### src/rtl/core/bced_pkg.sv
// Package with the state, event and register index codes of the key click detector.
`timescale 1ns / 1ps

package bced_pkg;

    typedef enum logic [2:0] {
        ST_IDLE       = 3'd0,
        ST_HELD       = 3'd1,
        ST_WAIT       = 3'd2,
        ST_HELD_AGAIN = 3'd3,
        ST_LONG_HOLD  = 3'd5
    } t_state;

    typedef enum logic [2:0] {
        EV_NONE       = 3'd0,
        EV_DOWN       = 3'd1,
        EV_UP         = 3'd2,
        EV_SINGLE     = 3'd3,
        EV_DOUBLE     = 3'd4,
        EV_LONG_START = 3'd5,
        EV_LONG_HOLD  = 3'd6
    } t_event;

    typedef logic [2:0] t_cfg_index;

    localparam t_cfg_index CFG_DETECT_MODE  = 3'd0;
    localparam t_cfg_index CFG_ACTIVE_LEVEL = 3'd1;
    localparam t_cfg_index CFG_WINDOW_DELTA = 3'd2;
    localparam t_cfg_index CFG_FILTER_TICKS = 3'd3;
    localparam t_cfg_index CFG_SHORT_TICKS  = 3'd4;
    localparam t_cfg_index CFG_LONG_TICKS   = 3'd5;

    localparam int          WINDOW_RESET  = 100;
    localparam logic [3:0]  FILTER_RESET  = 4'd3;
    localparam logic [9:0]  SHORT_RESET   = 10'd60;
    localparam logic [9:0]  LONG_RESET    = 10'd200;
    localparam logic [3:0]  COUNT_MAX     = 4'd15;
    localparam int          TIMING_BITS   = 10;

endpackage

### src/rtl/core/button_click_event_detector.sv
// Top level of the key click detector: debouncing, pressed decode and click state machine.
`timescale 1ns / 1ps

// Usage
// The block takes one raw key sample per transaction on the input channel
// (i_in_valid, o_in_ready, i_raw_level) and returns one result per sample on
// the output channel (o_out_valid, i_out_ready, o_event_code, o_click_count).
// The event code is sticky during a press sequence, so each result repeats the
// last event until a new one is raised; in idle it reads none. The click count
// is the number of presses in the current run. An accepted sample waits in the
// input register until the computation stage advances and loads its result.
// Throughput is one sample per cycle without a receiver stall, set by the single
// register-to-register pass that debounces, decodes and advances the machine.
// When the receiver stalls, the result register holds its value and the input
// register fills; the input channel then stops accepting until the result is
// taken. Configuration is written through i_cfg_valid, i_cfg_index and
// i_cfg_data, always ready, and should be written only while the block is idle.
// Reset (synchronous, active low) empties both registers, returns the state
// machine to idle with zero counts and restores every register default.
module button_click_event_detector #(
    parameter int SAMPLE_BITS = 12,
    parameter int TICK_BITS   = 16
) (
    input  logic                   i_clk,
    input  logic                   i_rst_n,
    input  logic                   i_in_valid,
    output logic                   o_in_ready,
    input  logic [SAMPLE_BITS-1:0] i_raw_level,
    output logic                   o_out_valid,
    input  logic                   i_out_ready,
    output bced_pkg::t_event       o_event_code,
    output logic [3:0]             o_click_count,
    input  logic                   i_cfg_valid,
    output logic                   o_cfg_ready,
    input  bced_pkg::t_cfg_index   i_cfg_index,
    input  logic [((SAMPLE_BITS > 10) ? SAMPLE_BITS : 10)-1:0] i_cfg_data
);
    import bced_pkg::*;

    localparam logic [SAMPLE_BITS-1:0] SAMPLE_MAX = {SAMPLE_BITS{1'b1}};
    localparam logic [TICK_BITS-1:0]   TICK_MAX   = {TICK_BITS{1'b1}};

    // Configuration registers.
    logic                   r_detect_mode;
    logic [SAMPLE_BITS-1:0] r_active_level;
    logic [SAMPLE_BITS-1:0] r_window_delta;
    logic [3:0]             r_filter_ticks;
    logic [9:0]             r_short_ticks;
    logic [9:0]             r_long_ticks;

    // Detector state.
    t_state                 r_state;
    t_state                 n_state;
    logic [TICK_BITS-1:0]   r_tick;
    logic [TICK_BITS-1:0]   n_tick;
    logic [3:0]             r_repeat;
    logic [3:0]             n_repeat;
    logic [SAMPLE_BITS-1:0] r_deb_level;
    logic [SAMPLE_BITS-1:0] n_deb_level;
    logic [3:0]             r_filter_cnt;
    logic [3:0]             n_filter_cnt;
    t_event                 r_last_event;
    t_event                 n_last_event;

    // Input and result registers.
    logic                   r_in_valid;
    logic [SAMPLE_BITS-1:0] r_in_level;
    logic                   r_out_valid;
    t_event                 r_out_event;
    logic [3:0]             r_out_count;

    logic                   in_take;
    logic                   advance;

    logic [SAMPLE_BITS-1:0] win_lo;
    logic [SAMPLE_BITS:0]   win_sum;
    logic [SAMPLE_BITS-1:0] win_hi;
    logic                   sample_in_win;
    logic                   deb_in_win;
    logic                   new_in_win;
    logic                   differs;
    logic [3:0]             filter_inc;
    logic                   pressed;
    logic [TICK_BITS-1:0]   tick_step;
    logic                   over_long;
    logic                   over_short;
    logic                   under_short;

    // The computation stage moves on when the input register holds a sample and
    // the result register is free or is being emptied in this cycle.
    assign advance    = r_in_valid && (!r_out_valid || i_out_ready);
    assign o_in_ready = !r_in_valid || advance;
    assign in_take    = i_in_valid && o_in_ready;
    assign o_cfg_ready = 1'b1;

    always_ff @(posedge i_clk) begin
        if (!i_rst_n) begin
            r_detect_mode  <= 1'b0;
            r_active_level <= '0;
            r_window_delta <= SAMPLE_BITS'(WINDOW_RESET);
            r_filter_ticks <= FILTER_RESET;
            r_short_ticks  <= SHORT_RESET;
            r_long_ticks   <= LONG_RESET;
        end else if (i_cfg_valid) begin
            unique case (i_cfg_index)
                CFG_DETECT_MODE:  r_detect_mode  <= i_cfg_data[0];
                CFG_ACTIVE_LEVEL: r_active_level <= i_cfg_data[SAMPLE_BITS-1:0];
                CFG_WINDOW_DELTA: r_window_delta <= i_cfg_data[SAMPLE_BITS-1:0];
                CFG_FILTER_TICKS: r_filter_ticks <= i_cfg_data[3:0];
                CFG_SHORT_TICKS:  r_short_ticks  <= i_cfg_data[TIMING_BITS-1:0];
                CFG_LONG_TICKS:   r_long_ticks   <= i_cfg_data[TIMING_BITS-1:0];
                default: begin
                end
            endcase
        end
    end

    // Analog window, clamped at zero and at full scale rather than wrapping.
    assign win_lo  = (r_active_level > r_window_delta) ? (r_active_level - r_window_delta) : '0;
    assign win_sum = {1'b0, r_active_level} + {1'b0, r_window_delta};
    assign win_hi  = win_sum[SAMPLE_BITS] ? SAMPLE_MAX : win_sum[SAMPLE_BITS-1:0];

    assign sample_in_win = (r_in_level >= win_lo) && (r_in_level <= win_hi);
    assign deb_in_win    = (r_deb_level >= win_lo) && (r_deb_level <= win_hi);

    // In analog mode a sample only counts as different when it lies on the
    // other side of the window from the debounced level.
    assign differs    = r_detect_mode ? (sample_in_win != deb_in_win)
                                      : (r_in_level != r_deb_level);
    assign filter_inc = (r_filter_cnt < COUNT_MAX) ? (r_filter_cnt + 4'd1) : r_filter_cnt;

    always_comb begin
        n_deb_level  = r_deb_level;
        n_filter_cnt = '0;
        if (differs) begin
            if (filter_inc >= r_filter_ticks) begin
                n_deb_level  = r_in_level;
                n_filter_cnt = '0;
            end else begin
                n_filter_cnt = filter_inc;
            end
        end
    end

    // Pressed is decoded from the freshly debounced level.
    assign new_in_win = (n_deb_level >= win_lo) && (n_deb_level <= win_hi);
    assign pressed    = r_detect_mode ? new_in_win : (n_deb_level == r_active_level);

    // The tick counter runs, saturating, whenever a sequence is in progress.
    assign tick_step   = ((r_state != ST_IDLE) && (r_tick != TICK_MAX)) ? (r_tick + 1'b1) : r_tick;
    assign over_long   = 32'(tick_step) > 32'(r_long_ticks);
    assign over_short  = 32'(tick_step) > 32'(r_short_ticks);
    assign under_short = 32'(tick_step) < 32'(r_short_ticks);

    // Next state of the click machine.
    always_comb begin
        n_state = r_state;
        unique case (r_state)
            ST_IDLE: begin
                if (pressed) begin
                    n_state = ST_HELD;
                end
            end
            ST_HELD: begin
                if (!pressed) begin
                    n_state = ST_WAIT;
                end else if (over_long) begin
                    n_state = ST_LONG_HOLD;
                end
            end
            ST_WAIT: begin
                if (pressed) begin
                    n_state = ST_HELD_AGAIN;
                end else if (over_short) begin
                    n_state = ST_IDLE;
                end
            end
            ST_HELD_AGAIN: begin
                if (!pressed) begin
                    n_state = under_short ? ST_WAIT : ST_IDLE;
                end else if (over_short) begin
                    n_state = ST_IDLE;
                end
            end
            ST_LONG_HOLD: begin
                if (!pressed) begin
                    n_state = ST_IDLE;
                end
            end
            default: n_state = ST_IDLE;
        endcase
    end

    // Event, tick and repeat updates of the click machine.
    always_comb begin
        n_last_event = r_last_event;
        n_tick       = tick_step;
        n_repeat     = r_repeat;
        unique case (r_state)
            ST_IDLE: begin
                if (pressed) begin
                    n_last_event = EV_DOWN;
                    n_tick       = '0;
                    n_repeat     = 4'd1;
                end else begin
                    n_last_event = EV_NONE;
                end
            end
            ST_HELD: begin
                if (!pressed) begin
                    n_last_event = EV_UP;
                    n_tick       = '0;
                end else if (over_long) begin
                    n_last_event = EV_LONG_START;
                end
            end
            ST_WAIT: begin
                if (pressed) begin
                    n_last_event = EV_DOWN;
                    n_tick       = '0;
                    if (r_repeat < COUNT_MAX) begin
                        n_repeat = r_repeat + 4'd1;
                    end
                end else if (over_short) begin
                    // Runs of three or more presses leave the event as it was.
                    if (r_repeat == 4'd1) begin
                        n_last_event = EV_SINGLE;
                    end else if (r_repeat == 4'd2) begin
                        n_last_event = EV_DOUBLE;
                    end
                end
            end
            ST_HELD_AGAIN: begin
                if (!pressed) begin
                    n_last_event = EV_UP;
                    if (under_short) begin
                        n_tick = '0;
                    end
                end
            end
            ST_LONG_HOLD: begin
                n_last_event = pressed ? EV_LONG_HOLD : EV_UP;
            end
            default: begin
            end
        endcase
    end

    always_ff @(posedge i_clk) begin
        if (!i_rst_n) begin
            r_in_valid   <= 1'b0;
            r_out_valid  <= 1'b0;
            r_state      <= ST_IDLE;
            r_tick       <= '0;
            r_repeat     <= '0;
            r_deb_level  <= '0;
            r_filter_cnt <= '0;
            r_last_event <= EV_NONE;
        end else begin
            if (o_in_ready) begin
                r_in_valid <= i_in_valid;
            end
            if (advance) begin
                r_out_valid  <= 1'b1;
                r_state      <= n_state;
                r_tick       <= n_tick;
                r_repeat     <= n_repeat;
                r_deb_level  <= n_deb_level;
                r_filter_cnt <= n_filter_cnt;
                r_last_event <= n_last_event;
            end else if (i_out_ready) begin
                r_out_valid <= 1'b0;
            end
        end
    end

    always_ff @(posedge i_clk) begin
        if (in_take) begin
            r_in_level <= i_raw_level;
        end
        if (advance) begin
            r_out_event <= n_last_event;
            r_out_count <= n_repeat;
        end
    end

    assign o_out_valid   = r_out_valid;
    assign o_event_code  = r_out_event;
    assign o_click_count = r_out_count;

endmodule

### config.mk
export PLATFORM = sky130hd
export DESIGN_NAME = button_click_event_detector
export DESIGN_NICKNAME = d
export VERILOG_FILES = /design/src/rtl/core/bced_pkg.sv /design/src/rtl/core/button_click_event_detector.sv
export SDC_FILE = /design/constraint.sdc
export NUM_CORES = 1
export LEC_CHECK = 0
export CAP_MARGIN = 20
export CORE_UTILIZATION = 49
export DETAILED_ROUTE_END_ITERATION = 16
export DONT_BUFFER_PORTS = 1
export MAX_ROUTING_LAYER = met4
export SYNTH_ARGS = -nofsm -noshare
export SYNTH_HDL_FRONTEND = slang
export SYNTH_SLANG_ARGS = --single-unit
### constraint.sdc
create_clock -name i_clk -period 23.6 [get_ports i_clk]
set_input_delay 1.18 -clock i_clk [delete_from_list [all_inputs] [get_ports i_clk]]
set_output_delay 1.18 -clock i_clk [all_outputs]
set_load 0.01 [all_outputs]
# [Word level (Yosys, flattened, before mapping)]
# Index checks and enable logic that the tools add are counted.
[op_classes] n_eq_ne=18 reduce_logical=22 n_addsub=5 magnitude_cmp=13 muxes=40
[op_table] operator="two-way mux 16 bit" n=5
[op_table] operator="two-way mux 12 bit" n=4
[op_table] operator="one-hot mux 16 bit (3 select lines)" n=1
[op_table] operator="two-way mux 3 bit" n=15
[op_table] operator="greater-or-equal comparator 12 bit" n=3
[op_table] operator="less-or-equal comparator 12 bit" n=3
[op_table] operator="greater-than comparator 16 x 10 -> 1 bit" n=2
[op_table] operator="one-hot mux 3 bit (5 select lines)" n=2
[op_table] operator="two-way mux 4 bit" n=6
[op_table] operator="adder 16 x 1 -> 16 bit (second input constant)" n=1
[op_table] operator="less-than comparator 16 x 10 -> 1 bit" n=1
[op_table] operator="!= test 16 bit (second input constant)" n=1
[op_table] operator="adder 12 x 12 -> 13 bit" n=1
[op_table] operator="equality test 12 bit" n=1
[op_table] operator="equality test 3 x 2 -> 1 bit (second input constant)" n=4
[op_table] operator="greater-than comparator 12 bit" n=1
[op_table] operator="!= test 12 bit" n=1
[op_table] operator="AND reduction 2 bit" n=6
[op_table] operator="subtractor 12 bit" n=1
[op_table] operator="equality test 3 bit (second input constant)" n=3
[op_table] operator="adder 4 x 1 -> 4 bit (second input constant)" n=2
[op_table] operator="less-than comparator 4 bit (second input constant)" n=2
[op_table] operator="one-hot mux 4 bit (2 select lines)" n=1
[op_table] operator="equality test 3 x 1 -> 1 bit (second input constant)" n=2
[op_table] operator="other kinds (16)" n=29
[word_totals] elab_cells=115 in_bits=32 regBits=112

# [Logic depth before layout (Yosys ltp)]
[logic_depth] depth_word=12 ltp_mapped=42 ltp_nobuf=38

# [Worst setup path before layout]
# OpenSTA, ideal clock, no wires.
[synth_timing] path_type="flip-flop to flip-flop" start="register r_active_level[0]" end="register r_tick[4]" t_required_ns=23.468 slack_ns=16.090 t_arrival_ns=7.378 n_path_buf=3 path_stages_with_launch=42 path_cell_list="dfxtp_1 > inv_1 > ha_1 > fa_1 > nor2b_1 > o21ai_0 > a21boi_0 > o21ai_0 > a21oi_1 > o21ai_0 > a21oi_1 > o21ai_0 > a21oi_1 > o21a_1 > o32a_1 > clkbuf_1 > nand3b_1 > ha_1 > [... 6 more ...] > a21oi_2 > a21o_1 > inv_1 > ha_1 > nand2b_1 > a21o_1 > a21o_1 > a21o_1 > a21o_1 > a21o_1 > a2111oi_0 > nor4_2 > nand3b_1 > a211o_1 > buf_2 > buf_2 > o2111ai_1 > a21oi_1"
[synth_via] elab_chain_len=12
[synth_lines] element="start: declaration" line_no="button_click_event_detector.sv:45" text="logic [SAMPLE_BITS-1:0] r_active_level;"
[synth_lines] element="start signal: assignment" line_no="button_click_event_detector.sv:107" text="CFG_ACTIVE_LEVEL: r_active_level <= i_cfg_data[SAMPLE_BITS-1:0];"
[synth_lines] element="subtractor 12 bit (tied with other cells)" line_no="button_click_event_detector.sv:119" text="assign win_lo = (r_active_level > r_window_delta) ? (r_active_level - r_window_delta) : '0;"
[synth_lines] element="two-way mux 12 bit (on tied branches)" line_no="button_click_event_detector.sv:119, button_click_event_detector.sv:121"
[synth_lines] element="greater-or-equal comparator 12 bit (tied with other cells)" line_no="button_click_event_detector.sv:123" text="assign sample_in_win = (r_in_level >= win_lo) && (r_in_level <= win_hi);"
[synth_lines] element="logical AND 1 bit (on tied branches)" line_no="button_click_event_detector.sv:123, button_click_event_detector.sv:124"
[synth_lines] element="!= test 1 bit" line_no="button_click_event_detector.sv:128" text="assign differs = r_detect_mode ? (sample_in_win != deb_in_win)"
[synth_lines] element="two-way mux 1 bit" line_no="button_click_event_detector.sv:128"
[synth_lines] element="two-way mux 12 bit" line_no="button_click_event_detector.sv:135" text="if (differs) begin"
[synth_lines] element="greater-or-equal comparator 12 bit / less-or-equal comparator 12 bit (equally long branches)" line_no="button_click_event_detector.sv:146" text="assign new_in_win = (n_deb_level >= win_lo) && (n_deb_level <= win_hi);"
[synth_lines] element="logical AND 1 bit" line_no="button_click_event_detector.sv:146"
[synth_lines] element="two-way mux 1 bit *" line_no="button_click_event_detector.sv:147" text="assign pressed = r_detect_mode ? new_in_win : (n_deb_level == r_active_level);"
[synth_lines] element="two-way mux 16 bit (on tied branches)"
[synth_lines] element="one-hot mux 16 bit (3 select lines) *" line_no="button_click_event_detector.sv:199" text="unique case (r_state)"
[synth_lines] element="end signal: assignment" line_no="button_click_event_detector.sv:266" text="r_tick <= n_tick;"
[synth_lines] element="end: declaration" line_no="button_click_event_detector.sv:54" text="logic [TICK_BITS-1:0] r_tick;"
# Mark *: on every way between the ends. The rest lies on a longest branch, timed or not.
# A chain may end at the register's enable or synchronous reset.

# [Final worst setup path]
[layout_timing] start="register r_window_delta[1]" end="register r_tick[13]"
[layout_via] elab_chain_len=12
[layout_lines] element="start: declaration" line_no="button_click_event_detector.sv:46" text="logic [SAMPLE_BITS-1:0] r_window_delta;"
[layout_lines] element="start signal: assignment" line_no="button_click_event_detector.sv:100" text="r_window_delta <= SAMPLE_BITS'(WINDOW_RESET);"
[layout_lines] element="start signal: assignment" line_no="button_click_event_detector.sv:108" text="CFG_WINDOW_DELTA: r_window_delta <= i_cfg_data[SAMPLE_BITS-1:0];"
[layout_lines] element="subtractor 12 bit (tied with other cells)" line_no="button_click_event_detector.sv:119"
[layout_lines] element="two-way mux 12 bit (on tied branches)" line_no="button_click_event_detector.sv:119, button_click_event_detector.sv:121"
[layout_lines] element="greater-or-equal comparator 12 bit (tied with other cells)" line_no="button_click_event_detector.sv:123"
[layout_lines] element="logical AND 1 bit (on tied branches)" line_no="button_click_event_detector.sv:123, button_click_event_detector.sv:124"
[layout_lines] element="!= test 1 bit" line_no="button_click_event_detector.sv:128"
[layout_lines] element="two-way mux 1 bit" line_no="button_click_event_detector.sv:128"
[layout_lines] element="two-way mux 12 bit" line_no="button_click_event_detector.sv:135"
[layout_lines] element="greater-or-equal comparator 12 bit / less-or-equal comparator 12 bit (equally long branches)" line_no="button_click_event_detector.sv:146"
[layout_lines] element="logical AND 1 bit" line_no="button_click_event_detector.sv:146"
[layout_lines] element="two-way mux 1 bit *" line_no="button_click_event_detector.sv:147"
[layout_lines] element="two-way mux 16 bit (on tied branches)"
[layout_lines] element="one-hot mux 16 bit (3 select lines) *" line_no="button_click_event_detector.sv:199"
# Marked as above.

==> qor.yml <==
initial_utilization: 0.508
slew_viol_final: 0
rr_startpoint: "r_window_delta[1]$_SDFFE_PN0P_"
numCtsBuffers: 9
leakage_uw: 0.00384
critPathLaunchType: "register"
hold_buffers: 0
cap_violations: 0
path_buf_inv: 2
synthToLayoutAreaGrowth_pct: 4.96
clock.fmax_mhz: 107
drive_gt1_frac: 0.0368
cts_resized: 0
diodes: 0
r2r-end: "r_tick[13]$_SDFFE_PN0P_"
synth_nets: 1270
crit_path_start: "r_window_delta[1]$_SDFFE_PN0P_"
vdd_drop_max_v: 0.0000398
wl_per_cell_um: 18.9
htree_num_levels: 3
grt_pass1_wl_um: 39500
finalHoldViolations: 0
synth_edf_count: 19
clock-root-buffer: "clkbuf_16"
layout_commonest_cell: "nand2_1"
endpoint_kind: "register"
final_nets: 1242
crit_path_top_delay_cell: "a2111oi_0"
vias_per_cell: 5.87
fin_crit_ps: 9380
drt-total-wl_um: 24800
hold_path_class: "reg -> reg"
clk-insertion-delay-late_ps: 360
critical_path.max_stage_delay_ps: 700
ys_types: 76
synthCells: 1111
async_flop_share: 0
required_ps: 23810
grt_max_degree: 66
grt_pass1_vias: 7203
yosysWarningCount: 0
die_w_um: 137
synth_seq_cells: 112
synth_seq_area_share: 0.274
period_share: 0.397
antenna_found_initial: 0
numPortBuffers: 0
powerDensity_nw_per_um2: 52.4
final_cell_mix: "154 x nand2_1, 125 x ha_1, 102 x a21oi_1, 93 x dfxtp_1, 76 x inv_1"
grtUsageTotal: 0.285
vias: 7701
path_clk_slew_ps: 80
r2r_slack_ps: 14220
crit_path_end: "r_tick[13]$_SDFFE_PN0P_"
cp.depth: 36
drc: 0
rr_worst_depth: 36
rsz0062_at_grt: "false"
crit_top_cell: "a21o_1"
io-pin-count: 42
clockBufferDepth: 2
drt_pass1_iterations: 5
fin_tns_setup_ps: 0
tightestPinTransition_ps: 1060
drtIter0Drc: 466
fin_skew_ps: 11.8
worstSetupPathType: "reg -> reg"
gp_congestion: 1.01
fin_total_pwr_uw: 488
clock_sinks: 112
ys.flop_type: "dfxtp_1"
fp.coreArea_um2: 17500
cp_data_arrival_time_ps: 9590
finalSetupViolCount: 0
outcome: "finished clean"
synthesis.area_um2: 8880
crit_family: "compound AO/OA/AOI/OAI gates"
rows: 48
dp_hpwl_um: 18500
grt_overflow: 0
antenna_left: 0
avgSynthCellArea_um2: 8.00
cts_setup_buffers: 0
die_h_um: 137
dieArea_um2: 18700
crit_path_max_fanout: 18
cts_tree: "built"
slew_headroom: 0.293
cells by family (layout without fill, tap and decap cells):
group,Yosys count,in the layout,synth area share
adder cells (fa/ha/maj),127,127,0.181
AND/OR/NAND/NOR,412,412,0.226
XOR/XNOR,38,38,0.0375
AO/OA/AOI/OAI,289,289,0.215
multiplexers,11,11,0.0132
other,1,1,0.000422
buffers and inverters,121,98,0.0532
flip-flops,112,112,0.274
sequential cells by signal (all words and copies together), names as in the netlist, 4 cells and up:
| signal | cells |
|---|---|
| o_click_count | 4 |
| r_active_level | 12 |
| r_deb_level | 12 |
| r_filter_cnt | 4 |
| r_filter_ticks | 4 |
| r_in_level | 12 |
| r_long_ticks | 10 |
| r_repeat | 4 |
| r_short_ticks | 10 |
| r_tick | 16 |
| r_window_delta | 12 |
power by group:
part / total, uW / switching (uW) / internal (uW) / leakage [uW]
Combinational: 114 / 69.3 / 44.6 / 0.00274
Sequential: 211 / 10.4 / 201 / 0.000940
Clock: 163 / 76.7 / 86.7 / 0.000152
worst min-delay path by stage:
stage	endpoint	cells after the start	startpoint
after floorplan	r_long_ticks[1]$_SDFFE_PN0P_	2	r_long_ticks[1]$_SDFFE_PN0P_
after global placement	r_long_ticks[2]$_SDFFE_PN0P_	2	r_long_ticks[2]$_SDFFE_PN0P_
after detailed placement	r_short_ticks[6]$_SDFFE_PN0P_	2	r_short_ticks[6]$_SDFFE_PN0P_
after CTS	r_short_ticks[6]$_SDFFE_PN0P_	2	r_short_ticks[6]$_SDFFE_PN0P_
after global routing	r_long_ticks[9]$_SDFFE_PN0P_	2	r_long_ticks[9]$_SDFFE_PN0P_
final	r_long_ticks[4]$_SDFFE_PN0P_	2	r_long_ticks[4]$_SDFFE_PN0P_
per-stage QoR:
step	utilization	hold slack (ps)	cells	worst slack (ps)	area, um^2
3_3_place_gp	0.516	443	1296	14370	9010
5_1_grt	0.534	481	1313	13620	9330
3_5_place_dp	0.516	448	1296	14270	9010
4_1_cts	0.533	460	1312	14230	9320
6_report	0.534	457	1313	14220	9330
2_1_floorplan	-	436	1111	16090	8880
per-layer routing:
layer | wire length, um | track usage | share of wire
met2 | 11900 | 0.463 | 0.48
met5 | 0 | - | 0
met1 | 11500 | 0.364 | 0.46
met3 | 745 | 0.0374 | 0.030
met4 | 709 | 0.0951 | 0.029
cell usage after synthesis (all sizes together), types with 5 or more instances:
| cell | count | area share |
|---|---|---|
| nor2 | 68 | 0.029 |
| and3 | 11 | 0.0077 |
| ha | 125 | 0.18 |
| mux2i | 8 | 0.0094 |
| nand4 | 25 | 0.018 |
| o221ai | 11 | 0.012 |
| and2 | 8 | 0.0056 |
| edfxtp | 19 | 0.064 |
| or2 | 6 | 0.0042 |
| dfxtp | 93 | 0.21 |
| nor4 | 6 | 0.0049 |
| xor2 | 17 | 0.017 |
| xnor2 | 21 | 0.021 |
| nor3 | 32 | 0.018 |
| nor2b | 17 | 0.012 |
| buf | 8 | 0.0055 |
| inv | 77 | 0.033 |
| nand3b | 14 | 0.012 |
| nand2b | 18 | 0.013 |
| o211ai | 14 | 0.012 |
| a21o | 31 | 0.026 |
| a2111oi | 5 | 0.0077 |
| nand2 | 154 | 0.065 |
| a21oi | 104 | 0.059 |
| o21a | 9 | 0.0076 |
| a31oi | 8 | 0.0056 |
| o21ai | 46 | 0.026 |
| nand3 | 29 | 0.016 |
| clkbuf | 35 | 0.015 |
| a211oi | 15 | 0.013 |
| or3 | 11 | 0.0077 |
| o2111ai | 9 | 0.0089 |
cell type report:
class / count / area [um^2]
inverters: 78 / 293
repair buffers: 4 / 30.0
multi-input cells: 878 / 5980
clock inverters: 5 / 63.8
clock buffers: 11 / 243
well taps: 225 / 282
flip-flops and latches: 112 / 2430
fillers: 1701 / 8150
worst register-to-register path: cells and delay by family, from the launching register on:
| family | cells | cell delay (ps) |
|---|---|---|
| compound gates | 24 | 6290 |
| simple gates | 6 | 1250 |
| fa+ha+maj | 3 | 840 |
| flops | 1 | 470 |
| xor+xnor | 1 | 210 |
| buf+inv | 2 | 170 |
No activity file was read; power rests on OpenSTA's default activity.
